[src/rtl/core/kmst_pkg.sv]
// Shared types and constants for the Kruskal spanning tree block.
package kmst_pkg;

  localparam int unsigned VTX_W = 4;  // width of a vertex field
  localparam int unsigned VC_W  = 5;  // width of the vertex_count register
  localparam logic [VC_W-1:0] VC_RESET = 5'd5;

  // Commands from the controller to the datapath.
  typedef struct packed {
    logic load;        // store the accepted edge
    logic init;        // start of a graph: clear parent store and pick state
    logic scan_begin;  // rewind the edge scan
    logic scan_read;   // issue one edge read
    logic pick;        // take the best edge of the finished scan
    logic walk_s;      // one root walk step from the source side
    logic walk_d;      // one root walk step from the destination side
    logic union_go;    // link roots, move pending edge out
    logic fin;         // emit final result, clear the load state
  } kmst_cmd_t;

  // Status from the datapath to the controller.
  typedef struct packed {
    logic stop;        // enough tree edges or no edges stored
    logic scan_last;   // read of the last stored edge is issued now
    logic best_vld;    // the scan found a next edge
    logic walk_hit;    // current walk vertex is a root
    logic roots_eq;    // destination root equals source root
    logic pend_vld;    // a chosen edge waits to go out
    logic out_free;    // output register can take a result
  } kmst_stat_t;

endpackage

[src/rtl/core/kmst_ctrl.sv]
// Controller state machine for the Kruskal spanning tree block.
module kmst_ctrl
  import kmst_pkg::*;
(
  input  logic       clk_i,
  input  logic       rst_ni,
  input  logic       in_valid_i,
  input  logic       in_last_i,
  output logic       in_ready_o,
  input  kmst_stat_t stat_i,
  output kmst_cmd_t  cmd_o
);

  typedef enum logic [9:0] {
    ST_LOAD     = 10'b0000000001,
    ST_INIT     = 10'b0000000010,
    ST_CHECK    = 10'b0000000100,
    ST_SCAN     = 10'b0000001000,
    ST_SCAN_END = 10'b0000010000,
    ST_PICK     = 10'b0000100000,
    ST_WALK_S   = 10'b0001000000,
    ST_WALK_D   = 10'b0010000000,
    ST_UNION    = 10'b0100000000,
    ST_FIN      = 10'b1000000000
  } kmst_state_e;

  kmst_state_e state_q, state_d;
  logic        accept;

  assign in_ready_o = (state_q == ST_LOAD);
  assign accept     = in_ready_o && in_valid_i;

  always_comb begin
    state_d = state_q;
    cmd_o   = '0;
    case (state_q)
      ST_LOAD: begin
        cmd_o.load = accept;
        if (accept && in_last_i) state_d = ST_INIT;
      end
      ST_INIT: begin
        cmd_o.init = 1'b1;
        state_d    = ST_CHECK;
      end
      ST_CHECK: begin
        cmd_o.scan_begin = 1'b1;
        state_d          = stat_i.stop ? ST_FIN : ST_SCAN;
      end
      ST_SCAN: begin
        cmd_o.scan_read = 1'b1;
        if (stat_i.scan_last) state_d = ST_SCAN_END;
      end
      ST_SCAN_END: state_d = ST_PICK;
      ST_PICK: begin
        cmd_o.pick = 1'b1;
        state_d    = stat_i.best_vld ? ST_WALK_S : ST_FIN;
      end
      ST_WALK_S: begin
        cmd_o.walk_s = 1'b1;
        if (stat_i.walk_hit) state_d = ST_WALK_D;
      end
      ST_WALK_D: begin
        cmd_o.walk_d = 1'b1;
        if (stat_i.walk_hit) state_d = stat_i.roots_eq ? ST_CHECK : ST_UNION;
      end
      ST_UNION: begin
        if (!stat_i.pend_vld || stat_i.out_free) begin
          cmd_o.union_go = 1'b1;
          state_d        = ST_CHECK;
        end
      end
      ST_FIN: begin
        if (stat_i.out_free) begin
          cmd_o.fin = 1'b1;
          state_d   = ST_LOAD;
        end
      end
      default: state_d = ST_LOAD;
    endcase
  end

  always_ff @(posedge clk_i or negedge rst_ni) begin
    if (!rst_ni) state_q <= ST_LOAD;
    else         state_q <= state_d;
  end

  // a result may only leave the union step when the output register can take it
  a_union_out: assert property (@(posedge clk_i) disable iff (!rst_ni)
    cmd_o.union_go |-> (!stat_i.pend_vld || stat_i.out_free))
    else $error("union with blocked output");
  a_one_cmd_walk: assert property (@(posedge clk_i) disable iff (!rst_ni)
    !(cmd_o.walk_s && cmd_o.walk_d) && !(cmd_o.load && cmd_o.scan_read))
    else $error("conflicting commands");
  a_fin_ready: assert property (@(posedge clk_i) disable iff (!rst_ni)
    cmd_o.fin |=> in_ready_o)
    else $error("no return to load after final result");

endmodule

[src/rtl/core/kmst_dp.sv]
// Datapath: edge memory, ordered scan, union-find store and result registers.
module kmst_dp
  import kmst_pkg::*;
#(
  parameter int unsigned MAX_VERTICES = 16,
  parameter int unsigned MAX_EDGES    = 64,
  parameter int unsigned WEIGHT_BITS  = 16
) (
  input  logic                          clk_i,
  input  logic                          rst_ni,
  input  kmst_cmd_t                     cmd_i,
  output kmst_stat_t                    stat_o,
  input  logic                          cfg_we_i,
  input  logic [VC_W-1:0]               cfg_data_i,
  input  logic [VTX_W-1:0]              edge_src_i,
  input  logic [VTX_W-1:0]              edge_dest_i,
  input  logic signed [WEIGHT_BITS-1:0] edge_weight_i,
  input  logic                          out_ready_i,
  output logic                          out_valid_o,
  output logic [VTX_W-1:0]              tree_src_o,
  output logic [VTX_W-1:0]              tree_dest_o,
  output logic signed [WEIGHT_BITS-1:0] tree_weight_o,
  output logic                          has_edge_o,
  output logic                          spanning_o,
  output logic                          overflow_o,
  output logic                          last_result_o
);

  localparam int unsigned AW  = (MAX_EDGES > 1) ? $clog2(MAX_EDGES) : 1;
  localparam int unsigned CW  = $clog2(MAX_EDGES + 1);
  localparam int unsigned PW  = $clog2(MAX_VERTICES);
  localparam int unsigned VCW = $clog2(MAX_VERTICES + 1);
  localparam logic [CW-1:0] CNT_MAX = CW'(MAX_EDGES);
  localparam logic [7:0]    VMAX    = 8'(MAX_VERTICES);

  // edge memory
  logic [VTX_W-1:0]              mem_src [MAX_EDGES];
  logic [VTX_W-1:0]              mem_dst [MAX_EDGES];
  logic signed [WEIGHT_BITS-1:0] mem_w   [MAX_EDGES];

  logic [VC_W-1:0] vc_raw_q;
  logic [7:0]      vc_eff;
  logic [CW-1:0]   cnt_q;
  logic            ovf_q;

  // scan
  logic [AW-1:0]                 rd_addr_q, rd_idx_q;
  logic                          rd_vld_q;
  logic [VTX_W-1:0]              rd_src_q, rd_dst_q;
  logic signed [WEIGHT_BITS-1:0] rd_w_q;
  logic                          best_vld_q, have_last_q;
  logic [AW-1:0]                 best_idx_q, last_idx_q;
  logic [VTX_W-1:0]              best_src_q, best_dst_q;
  logic signed [WEIGHT_BITS-1:0] best_w_q, last_w_q;
  logic                          after_last, take;

  // union-find
  logic [PW-1:0] par_q [MAX_VERTICES];
  logic [MAX_VERTICES-1:0] pvld_q;
  logic [PW-1:0] walk_q, root_s_q, par_rd;
  logic [VCW-1:0] found_q;

  // pending chosen edge
  logic                          pend_vld_q;
  logic [VTX_W-1:0]              pend_src_q, pend_dst_q;
  logic signed [WEIGHT_BITS-1:0] pend_w_q;

  logic in_range, spanning;

  always_comb begin
    if (vc_raw_q == '0)               vc_eff = 8'd1;
    else if (8'(vc_raw_q) > VMAX)     vc_eff = VMAX;
    else                              vc_eff = 8'(vc_raw_q);
  end

  assign in_range = (8'(edge_src_i) < vc_eff) && (8'(edge_dest_i) < vc_eff);
  assign spanning = (8'(found_q) + 8'd1) == vc_eff;

  assign after_last = !have_last_q || (rd_w_q > last_w_q) ||
                      ((rd_w_q == last_w_q) && (rd_idx_q > last_idx_q));
  assign take       = after_last && (!best_vld_q || (rd_w_q < best_w_q));

  assign par_rd = pvld_q[walk_q] ? par_q[walk_q] : walk_q;

  assign stat_o.stop      = ((8'(found_q) + 8'd1) >= vc_eff) || (cnt_q == '0);
  assign stat_o.scan_last = (CW'(rd_addr_q) + CW'(1)) == cnt_q;
  assign stat_o.best_vld  = best_vld_q;
  assign stat_o.walk_hit  = (par_rd == walk_q);
  assign stat_o.roots_eq  = (walk_q == root_s_q);
  assign stat_o.pend_vld  = pend_vld_q;
  assign stat_o.out_free  = !out_valid_o || out_ready_i;

  // memory: written while loading, read during scans
  always_ff @(posedge clk_i) begin
    if (cmd_i.load && in_range && (cnt_q < CNT_MAX)) begin
      mem_src[cnt_q[AW-1:0]] <= edge_src_i;
      mem_dst[cnt_q[AW-1:0]] <= edge_dest_i;
      mem_w[cnt_q[AW-1:0]]   <= edge_weight_i;
    end
    rd_src_q <= mem_src[rd_addr_q];
    rd_dst_q <= mem_dst[rd_addr_q];
    rd_w_q   <= mem_w[rd_addr_q];
  end

  // payload-only registers
  always_ff @(posedge clk_i) begin
    if (cmd_i.scan_read) rd_idx_q <= rd_addr_q;
    if (rd_vld_q && take) begin
      best_idx_q <= rd_idx_q;
      best_src_q <= rd_src_q;
      best_dst_q <= rd_dst_q;
      best_w_q   <= rd_w_q;
    end
    if (cmd_i.pick) begin
      last_w_q   <= best_w_q;
      last_idx_q <= best_idx_q;
      walk_q     <= PW'(best_src_q);
    end
    if (cmd_i.walk_s) begin
      if (par_rd == walk_q) begin
        root_s_q <= walk_q;
        walk_q   <= PW'(best_dst_q);
      end else begin
        walk_q <= par_rd;
      end
    end
    if (cmd_i.walk_d && (par_rd != walk_q)) walk_q <= par_rd;
    if (cmd_i.union_go) begin
      par_q[root_s_q] <= walk_q;
      pend_src_q      <= best_src_q;
      pend_dst_q      <= best_dst_q;
      pend_w_q        <= best_w_q;
    end
  end

  // control-bearing registers
  always_ff @(posedge clk_i or negedge rst_ni) begin
    if (!rst_ni) begin
      vc_raw_q    <= VC_RESET;
      cnt_q       <= '0;
      ovf_q       <= 1'b0;
      rd_addr_q   <= '0;
      rd_vld_q    <= 1'b0;
      best_vld_q  <= 1'b0;
      have_last_q <= 1'b0;
      pvld_q      <= '0;
      found_q     <= '0;
      pend_vld_q  <= 1'b0;
    end else begin
      if (cfg_we_i) vc_raw_q <= cfg_data_i;
      if (cmd_i.load && in_range) begin
        if (cnt_q < CNT_MAX) cnt_q <= cnt_q + CW'(1);
        else                 ovf_q <= 1'b1;
      end
      rd_vld_q <= cmd_i.scan_read;
      if (cmd_i.scan_begin) begin
        rd_addr_q  <= '0;
        best_vld_q <= 1'b0;
      end else if (cmd_i.scan_read) begin
        rd_addr_q <= rd_addr_q + AW'(1);
      end
      if (rd_vld_q && take) best_vld_q <= 1'b1;
      if (cmd_i.pick && best_vld_q) have_last_q <= 1'b1;
      if (cmd_i.union_go) begin
        pvld_q[root_s_q] <= 1'b1;
        found_q          <= found_q + VCW'(1);
        pend_vld_q       <= 1'b1;
      end
      if (cmd_i.init) begin
        pvld_q      <= '0;
        have_last_q <= 1'b0;
        found_q     <= '0;
        pend_vld_q  <= 1'b0;
      end
      if (cmd_i.fin) begin
        cnt_q      <= '0;
        ovf_q      <= 1'b0;
        pend_vld_q <= 1'b0;
      end
    end
  end

  // output register
  always_ff @(posedge clk_i or negedge rst_ni) begin
    if (!rst_ni) begin
      out_valid_o <= 1'b0;
    end else if ((cmd_i.union_go && pend_vld_q) || cmd_i.fin) begin
      out_valid_o <= 1'b1;
    end else if (out_ready_i) begin
      out_valid_o <= 1'b0;
    end
  end

  always_ff @(posedge clk_i) begin
    if (cmd_i.union_go && pend_vld_q) begin
      tree_src_o    <= pend_src_q;
      tree_dest_o   <= pend_dst_q;
      tree_weight_o <= pend_w_q;
      has_edge_o    <= 1'b1;
      spanning_o    <= 1'b0;
      overflow_o    <= 1'b0;
      last_result_o <= 1'b0;
    end else if (cmd_i.fin) begin
      tree_src_o    <= pend_vld_q ? pend_src_q : '0;
      tree_dest_o   <= pend_vld_q ? pend_dst_q : '0;
      tree_weight_o <= pend_vld_q ? pend_w_q : '0;
      has_edge_o    <= pend_vld_q;
      spanning_o    <= spanning;
      overflow_o    <= ovf_q;
      last_result_o <= 1'b1;
    end
  end

  a_cnt_bound: assert property (@(posedge clk_i) disable iff (!rst_ni)
    cnt_q <= CNT_MAX)
    else $error("edge count beyond capacity");
  a_found_bound: assert property (@(posedge clk_i) disable iff (!rst_ni)
    found_q < VCW'(MAX_VERTICES))
    else $error("more tree edges than vertices allow");
  a_rd_follows: assert property (@(posedge clk_i) disable iff (!rst_ni)
    cmd_i.scan_read |=> rd_vld_q)
    else $error("scan read data not marked valid");

endmodule

[src/rtl/core/kruskal_minimum_spanning_tree.sv]
// Top level of the Kruskal minimum spanning tree block with union-find.
//
//  channel   | dir | contents
//  s_axis    | in  | tdata: edge_src[3:0], edge_dest[7:4], edge_weight[8+:W]; tlast: last_edge
//  m_axis    | out | tdata: tree_src, tree_dest, tree_weight, spanning, overflow;
//            |     | tuser: has_edge; tlast: last_result
//  cfg       | in  | cfg_wr_en_i / cfg_wr_data_i: vertex_count
//
// Edges load one per cycle while s_axis_tready is high. After the request marked tlast,
// each edge examined, in (weight, arrival) order, passes a check, a scan of the stored
// edges, a scan end, a pick, a root walk per side and a union step when roots differ;
// this stops once V-1 tree edges are found or no edge is left. Reset clears counters,
// parent-valid bits and the state machine, not the edge memory. A stalled output holds
// the search at the next emit; a chosen edge is held back so the final flags ride on it.
module kruskal_minimum_spanning_tree
  import kmst_pkg::*;
#(
  parameter int unsigned MAX_VERTICES = 16,
  parameter int unsigned MAX_EDGES    = 64,
  parameter int unsigned WEIGHT_BITS  = 16
) (
  input  logic                                 clk_i,
  input  logic                                 rst_ni,
  input  logic                                 cfg_wr_en_i,
  input  logic [VC_W-1:0]                      cfg_wr_data_i,   // vertex_count
  input  logic                                 s_axis_tvalid,
  output logic                                 s_axis_tready,
  // edge_src, edge_dest, edge_weight from bit 0 up
  input  logic [((8+WEIGHT_BITS+7)/8)*8-1:0]   s_axis_tdata,
  input  logic                                 s_axis_tlast,
  output logic                                 m_axis_tvalid,
  input  logic                                 m_axis_tready,
  // tree_src, tree_dest, tree_weight, spanning, overflow from bit 0 up
  output logic [((10+WEIGHT_BITS+7)/8)*8-1:0]  m_axis_tdata,
  output logic                                 m_axis_tuser,    // has_edge
  output logic                                 m_axis_tlast
);

  localparam int unsigned TDO_W = ((10 + WEIGHT_BITS + 7) / 8) * 8;

  kmst_cmd_t  cmd;
  kmst_stat_t stat;

  logic [VTX_W-1:0]              t_src, t_dst;
  logic signed [WEIGHT_BITS-1:0] t_w;
  logic                          t_span, t_ovf;

  kmst_ctrl u_ctrl (
    .clk_i      (clk_i),
    .rst_ni     (rst_ni),
    .in_valid_i (s_axis_tvalid),
    .in_last_i  (s_axis_tlast),
    .in_ready_o (s_axis_tready),
    .stat_i     (stat),
    .cmd_o      (cmd)
  );

  kmst_dp #(
    .MAX_VERTICES (MAX_VERTICES),
    .MAX_EDGES    (MAX_EDGES),
    .WEIGHT_BITS  (WEIGHT_BITS)
  ) u_dp (
    .clk_i         (clk_i),
    .rst_ni        (rst_ni),
    .cmd_i         (cmd),
    .stat_o        (stat),
    .cfg_we_i      (cfg_wr_en_i),
    .cfg_data_i    (cfg_wr_data_i),
    .edge_src_i    (s_axis_tdata[3:0]),
    .edge_dest_i   (s_axis_tdata[7:4]),
    .edge_weight_i (s_axis_tdata[8 +: WEIGHT_BITS]),
    .out_ready_i   (m_axis_tready),
    .out_valid_o   (m_axis_tvalid),
    .tree_src_o    (t_src),
    .tree_dest_o   (t_dst),
    .tree_weight_o (t_w),
    .has_edge_o    (m_axis_tuser),
    .spanning_o    (t_span),
    .overflow_o    (t_ovf),
    .last_result_o (m_axis_tlast)
  );

  assign m_axis_tdata = TDO_W'({t_ovf, t_span, t_w, t_dst, t_src});

endmodule
[config.mk]
export PLATFORM = sky130hd
export DESIGN_NAME = kruskal_minimum_spanning_tree
export DESIGN_NICKNAME = d
export VERILOG_FILES = /design/src/rtl/core/kmst_pkg.sv /design/src/rtl/core/kmst_ctrl.sv /design/src/rtl/core/kmst_dp.sv /design/src/rtl/core/kruskal_minimum_spanning_tree.sv
export SDC_FILE = /design/constraint.sdc
export NUM_CORES = 2
export LEC_CHECK = 0
export ABC_AREA = 0
export BUFFER_PORTS_ARGS = -buffer_cell sky130_fd_sc_hd__buf_4
export CAP_MARGIN = 20
export CORE_UTILIZATION = 60
export CTS_CLUSTER_SIZE = 30
export DETAILED_ROUTE_END_ITERATION = 10
export GPL_ROUTABILITY_DRIVEN = 0
export GPL_TIMING_DRIVEN = 0
export PLACE_DENSITY_LB_ADDON = 0.05
export SLEW_MARGIN = 20
export SYNTH_ARGS = -nofsm -noshare
export SYNTH_HDL_FRONTEND = slang
export SYNTH_HIERARCHICAL = 1
export SYNTH_SLANG_ARGS = --single-unit
export TNS_END_PERCENT = 1
[constraint.sdc]
create_clock -name clk_i -period 12.7 [get_ports clk_i]
set_input_delay 0.635 -clock clk_i [delete_from_list [all_inputs] [get_ports clk_i]]
set_output_delay 0.635 -clock clk_i [all_outputs]
set_load 0.005 [all_outputs]
### After elaboration in Yosys (flattened, before gate mapping)

Memories as Yosys holds them, arrays and structs flattened. A register that Yosys moved wholly into a read port is not among the register bits.
Cells that the tools add are included.

* register bits: 173
* memory bits (writable): 1600
* input port bits: 35
* output and inout bits: 36
* logic and storage cells: 181
* memories: 4

* $add $sub $neg: 5
* $lt $le $gt $ge: 11
* equal/unequal tests: 23
* multiplexer cells: 67
* bitwise logic cells: 1
* reductions and logical operators: 39

Memories
* u_dp.mem_w: words 64, width 16, read ports 1, clocked after Yosys merged registers in 1, write ports 1, line kmst_dp.sv:39 `logic signed [WEIGHT_BITS-1:0] mem_w [MAX_EDGES];`
* u_dp.mem_dst: words 64, width 4, read ports 1, clocked after Yosys merged registers in 1, write ports 1, line kmst_dp.sv:38 `logic [VTX_W-1:0] mem_dst [MAX_EDGES];`
* u_dp.mem_src: words 64, width 4, read ports 1, clocked after Yosys merged registers in 1, write ports 1, line kmst_dp.sv:37 `logic [VTX_W-1:0] mem_src [MAX_EDGES];`
* u_dp.par_q: words 16, width 4, read ports 1, clocked after Yosys merged registers in 1, write ports 1, line kmst_dp.sv:58 `logic [PW-1:0] par_q [MAX_VERTICES];`

Operator list (count)
* one-hot mux 10 bit (10 select lines): 1
* two-way mux 10 bit: 8
* two-way mux 16 bit: 5
* two-way mux 4 bit: 12
* two-way mux 1 bit: 29
* two-way mux 7 bit: 3
* two-way mux 5 bit: 4
* == test 16 bit: 1
* greater-than comparator 16 bit: 1
* < comparator 16 bit: 1
* OR 16 bit: 1
* nonzero test 2 bit: 8
* logical AND 1 bit: 12
* two-way mux 6 bit: 2
* == test 10 x 1 -> 1 bit (second input constant): 1
* == test 10 bit (second input constant): 1
* == test 10 x 2 -> 1 bit (second input constant): 1
* == test 10 x 3 -> 1 bit (second input constant): 1
* == test 10 x 4 -> 1 bit (second input constant): 1
* == test 10 x 5 -> 1 bit (second input constant): 1
* == test 10 x 6 -> 1 bit (second input constant): 1
* == test 10 x 7 -> 1 bit (second input constant): 1
* == test 10 x 8 -> 1 bit (second input constant): 1
* == test 10 x 9 -> 1 bit (second input constant): 1
* other kinds (28): 48

### Longest topological paths before layout

* depth after elaboration: 9
* mapped depth: 15
* mapped depth without buffers: 11

### By module

The synthesis kept the hierarchy.

Modules (own cells, without submodules)
* kmst_dp: instances 1, cells each 3701, area each 69859.5 µm², seq. area each 53238.6 µm²
* kmst_ctrl: instances 1, cells each 87, area each 793.3 µm², seq. area each 251.5 µm²
* kruskal_minimum_spanning_tree: instances 1, cells each 9, area each 63.8 µm², seq. area each 0.0 µm²

### Least setup slack after synthesis

OpenSTA, ideal clock, no wires.

* kind: flip-flop to flip-flop
* start point: reg u_ctrl.state_q[1]
* end point: mem u_dp/par_q[0][0] (netlist bit) (enable)
* library setup time: 0.373 ns
* data arrival time: 4.090 ns
* required time: 12.327 ns
* slack: 8.238 ns
* stages on the path, launching flop included: 7
* buffers on the path: 1
* clock period less this slack: 4.462 ns
* cell sequence: dfrtp_1 > buf_6 > nor4_4 > nand2_1 > nor3b_1 > or3b_2 > nor3_1

RTL lines
* start: declaration: line kmst_ctrl.sv:27 `kmst_state_e state_q, state_d;`
* start signal: assignment: line kmst_ctrl.sv:84 `else state_q <= state_d;`
* end: declaration: line kmst_dp.sv:58

==> reports/results.ini <==
[route]
drt.antenna.violating_nets = 0
totalWireLength_mm = 179
viasPerCell = 6.48
drt-pass1-iter-count = 6
post_drt_wl_per_cell_um = 30.9
drt_drc_violations_left = 0
detail_route.iter0.violations = 4425
dr_total_vias = 37600

[finish]
most_common_cell_after_layout_fill_and_taps_aside = sky130_fd_sc_hd__edfxtp_1
syn_to_final_growth_pct = 14.2
layout.cells.most_common_list = sky130_fd_sc_hd__edfxtp_1 (1714), sky130_fd_sc_hd__mux2i_1 (293), sky130_fd_sc_hd__mux4_2 (237)
final_area_um2 = 80800
multi_input_area_um2 = 16600
drive_gt1_share_pct = 18.7
fin_nets = 4200
n_fill_cell = 7417
seq_area_um2 = 53500

[sta]
setup_tns_ns = 0
holdWs_ns = 0.0845
grt_setup_unrepaired = false
min_period_over_period_pct = 40.4
timing_max_transition_violations_final = 0
fin_crit_ns = 5.14
max_freq_mhz = 195
clock-skew-final_ns = 0.0265
final_report_setup_violation_count = 0
slew_headroom_pct = 16.8
tightest_slew_ns = 1.25
final_hold_viol_count = 0

[synth]
avgSynthCellArea_um2 = 18.6
ys.flop_type = sky130_fd_sc_hd__edfxtp_1
seq_area_frac_synth_pct = 75.6
fraction_of_registers_with_async_set_or_reset_after_synthesis_pct = 3.05
synth_cell_type_count = 75
synth_edf_count = 1714
cell_area_after_technology_mapping_um2 = 70700
ys_ff_latch = 1801
yosysWarningCount = 6
syn_inst = 3797

[critical_path]
cp_common_cell = sky130_fd_sc_hd__clkbuf_1
cp_cell_sequence = clkbuf_1 > and2_1 > clkbuf_2 > clkbuf_1 > clkbuf_1 > nand4_1 > xnor2_1 > nor3_1 > a31oi_1 > nor4_1 > nor3b_1 > nand3_1 > nand4_1 > nand2b_4 > mux2_4
rr_worst_depth = 15
setup.worst_path.class = reg -> reg
cp_data_required_time_ns = 13.37
end_kind = flop
slowest_delay_ns = 0.61
arrival_ns = 5.80
timing.critical_path.from_type = flop
critical_path.slowest_cell = sky130_fd_sc_hd__clkbuf_1
crit_fanout = 10

[floorplan]
die_h_um = 345
dieArea_um2 = 119000
floorplan.initialDensity_pct = 60.7
cell_row_count = 125
die_x_um = 345
io_pins = 71
core-area_um2 = 117000

[status]
outcome = completed

[power_and_ir_drop]
finalPower_mw = 13.5
power_per_cell_area_nw_per_um2 = 168
power.ir.vdd_worst_uv = 135
p_leak_nw = 25.2

[placed_design]
port-buffer-count = 64
dp_hpwl_mm = 120
placed_area_um2 = 75100

[clocking]
cts-buffers-inserted = 178
tritoncts = built
worst_setup_hold_path_clk_slew_ns = 0.06
ctsRootBufferMaster = sky130_fd_sc_hd__clkbuf_16
insertion_delay_ns = 0.80
clk_path_buf_depth = 3
cts.hold.buffers_added = 1
postCtsSetupRepairBufs = 0
cts.sink_count = 1801
cts_resized = 0
htree_levels = 4

[global_routing]
grt_first_pass_wirelength_mm = 257
pin_count_of_the_biggest_net_entering_global_routing = 66
grt_antenna_before_repair = 24
global_route_congestion_overflow_total = 0
global_route_usage_sum_pct = 30.5
grt_pass1_vias = 36300

[min_path]
hold_class = in -> reg
worst_hold_path.num_cells = 2

[run]
max_cap_viol_count = 0

where the power goes:
part           switching, mW  internal [mW]
logic                   1.18          0.726
clock network           2.18           2.83
registers             0.0384           6.57
logic make-up (layout without fill, tap and decap cells):
| group | Yosys count | count (layout) | share of synthesized area [%] |
|---|---|---|---|
| AND/OR/NAND/NOR | 429 | 429 | 2.88 |
| XOR/XNOR | 35 | 35 | 0.465 |
| AO/OA/AOI/OAI | 568 | 568 | 4.92 |
| flip-flops | 1801 | 1801 | 75.6 |
| multiplexers | 643 | 643 | 13.6 |
| buffers and inverters | 268 | 732 | 1.59 |
| adder cells (fa/ha/maj) | 52 | 52 | 0.920 |
| other | 1 | 17 | 0.00530 |
stage by stage:
step	utilization [%]	setup slack, ns	std cells
floorplan	-	8.24	3802
global placement	62.8	6.30	5390
detailed placement	64.5	7.52	5453
global route	69.3	7.30	5793
CTS	69.3	7.49	5787
finish	69.3	7.56	5801
cell type report:
type / instances / area share (%)
antenna: 11 / 0.0341
inverter: 52 / 0.242
sequential: 1801 / 66.2
clock buffer: 235 / 6.01
tap: 1524 / 2.36
buffer: 216 / 1.17
multi-input combinational: 1733 / 20.6
timing repair buffer: 131 / 2.51
clock inverter: 98 / 0.884
flip-flops by register name (all words and copies together) (netlist names), 5 cells and up, named ones only:
| name | cells |
|---|---|
| u_dp/mem_dst | 256 |
| u_dp/best_idx_q | 6 |
| u_dp/best_w_q | 16 |
| u_dp/vc_raw_q | 5 |
| u_ctrl/state_q | 10 |
| u_dp/rd_idx_q | 6 |
| u_dp/tree_weight_o | 16 |
| u_dp/rd_addr_q | 6 |
| u_dp/mem_src | 256 |
| u_dp/cnt_q | 7 |
| u_dp/mem_w | 1024 |
| u_dp/rd_w_q | 16 |
| u_dp/last_idx_q | 6 |
| u_dp/last_w_q | 16 |
| u_dp/pvld_q | 16 |
| u_dp/found_q | 5 |
| u_dp/par_q | 64 |
| u_dp/pend_w_q | 16 |
path summary, 6_finish.rpt:
path                                               start                            end  slack, ns
max                        u_dp/rd_addr_q[1]$_DFFE_PN0P_  u_ctrl/state_q[7]$_DFFE_PN0P_       7.56
min                                     cfg_wr_data_i[1]   u_dp/vc_raw_q[1]$_DFFE_PN0P_       0.08
max reg2reg                u_dp/rd_addr_q[1]$_DFFE_PN0P_  u_ctrl/state_q[7]$_DFFE_PN0P_       7.56
min reg2reg                     u_dp/rd_src_q[0]$_DFF_P_   u_dp/best_src_q[0]$_DFFE_PP_       0.41
max in group asynchronous                         rst_ni  u_dp/rd_addr_q[0]$_DFFE_PN0P_      11.75
min in group asynchronous                         rst_ni  u_ctrl/state_q[7]$_DFFE_PN0P_       0.46
cells in the mapped netlist (42+ instances only):
cell type	n	area, µm²
sky130_fd_sc_hd__o21ai_0	42	210
sky130_fd_sc_hd__mux2i_1	293	2930
sky130_fd_sc_hd__ha_1	52	651
sky130_fd_sc_hd__dfrtp_1	52	1300
sky130_fd_sc_hd__mux2_1	80	901
sky130_fd_sc_hd__edfxtp_1	1714	51500
sky130_fd_sc_hd__nor2_1	150	563
sky130_fd_sc_hd__o22ai_1	99	619
sky130_fd_sc_hd__inv_1	51	191
sky130_fd_sc_hd__clkbuf_1	130	488
sky130_fd_sc_hd__mux4_2	237	5340
sky130_fd_sc_hd__o221ai_1	97	850
sky130_fd_sc_hd__nand2_1	134	503
sky130_fd_sc_hd__a21oi_1	207	1040
sky130_fd_sc_hd__o21ai_1	73	365
metal layers:
layer | track usage [%] | wire length [µm] | vias up | part of all wire [%]
met5 | 0 | 25 | - | 0.014
met4 | 12.5 | 6860 | 4 | 3.8
met3 | 6.55 | 16600 | 292 | 9.2
met2 | 46.9 | 84200 | 1809 | 47
met1 | 43.1 | 71800 | 19500 | 40
li1 | - | - | 16000 | -
critical path: cells and delay by family (launching register included):
family / cells / cell delay, ns
mux: 1 / 0.30
compound gates: 1 / 0.06
buf+inv: 4 / 2.18
xor+xnor: 1 / 0.19
flops: 1 / 0.51
simple gates: 8 / 1.76
(Power assumes the default switching activity.)
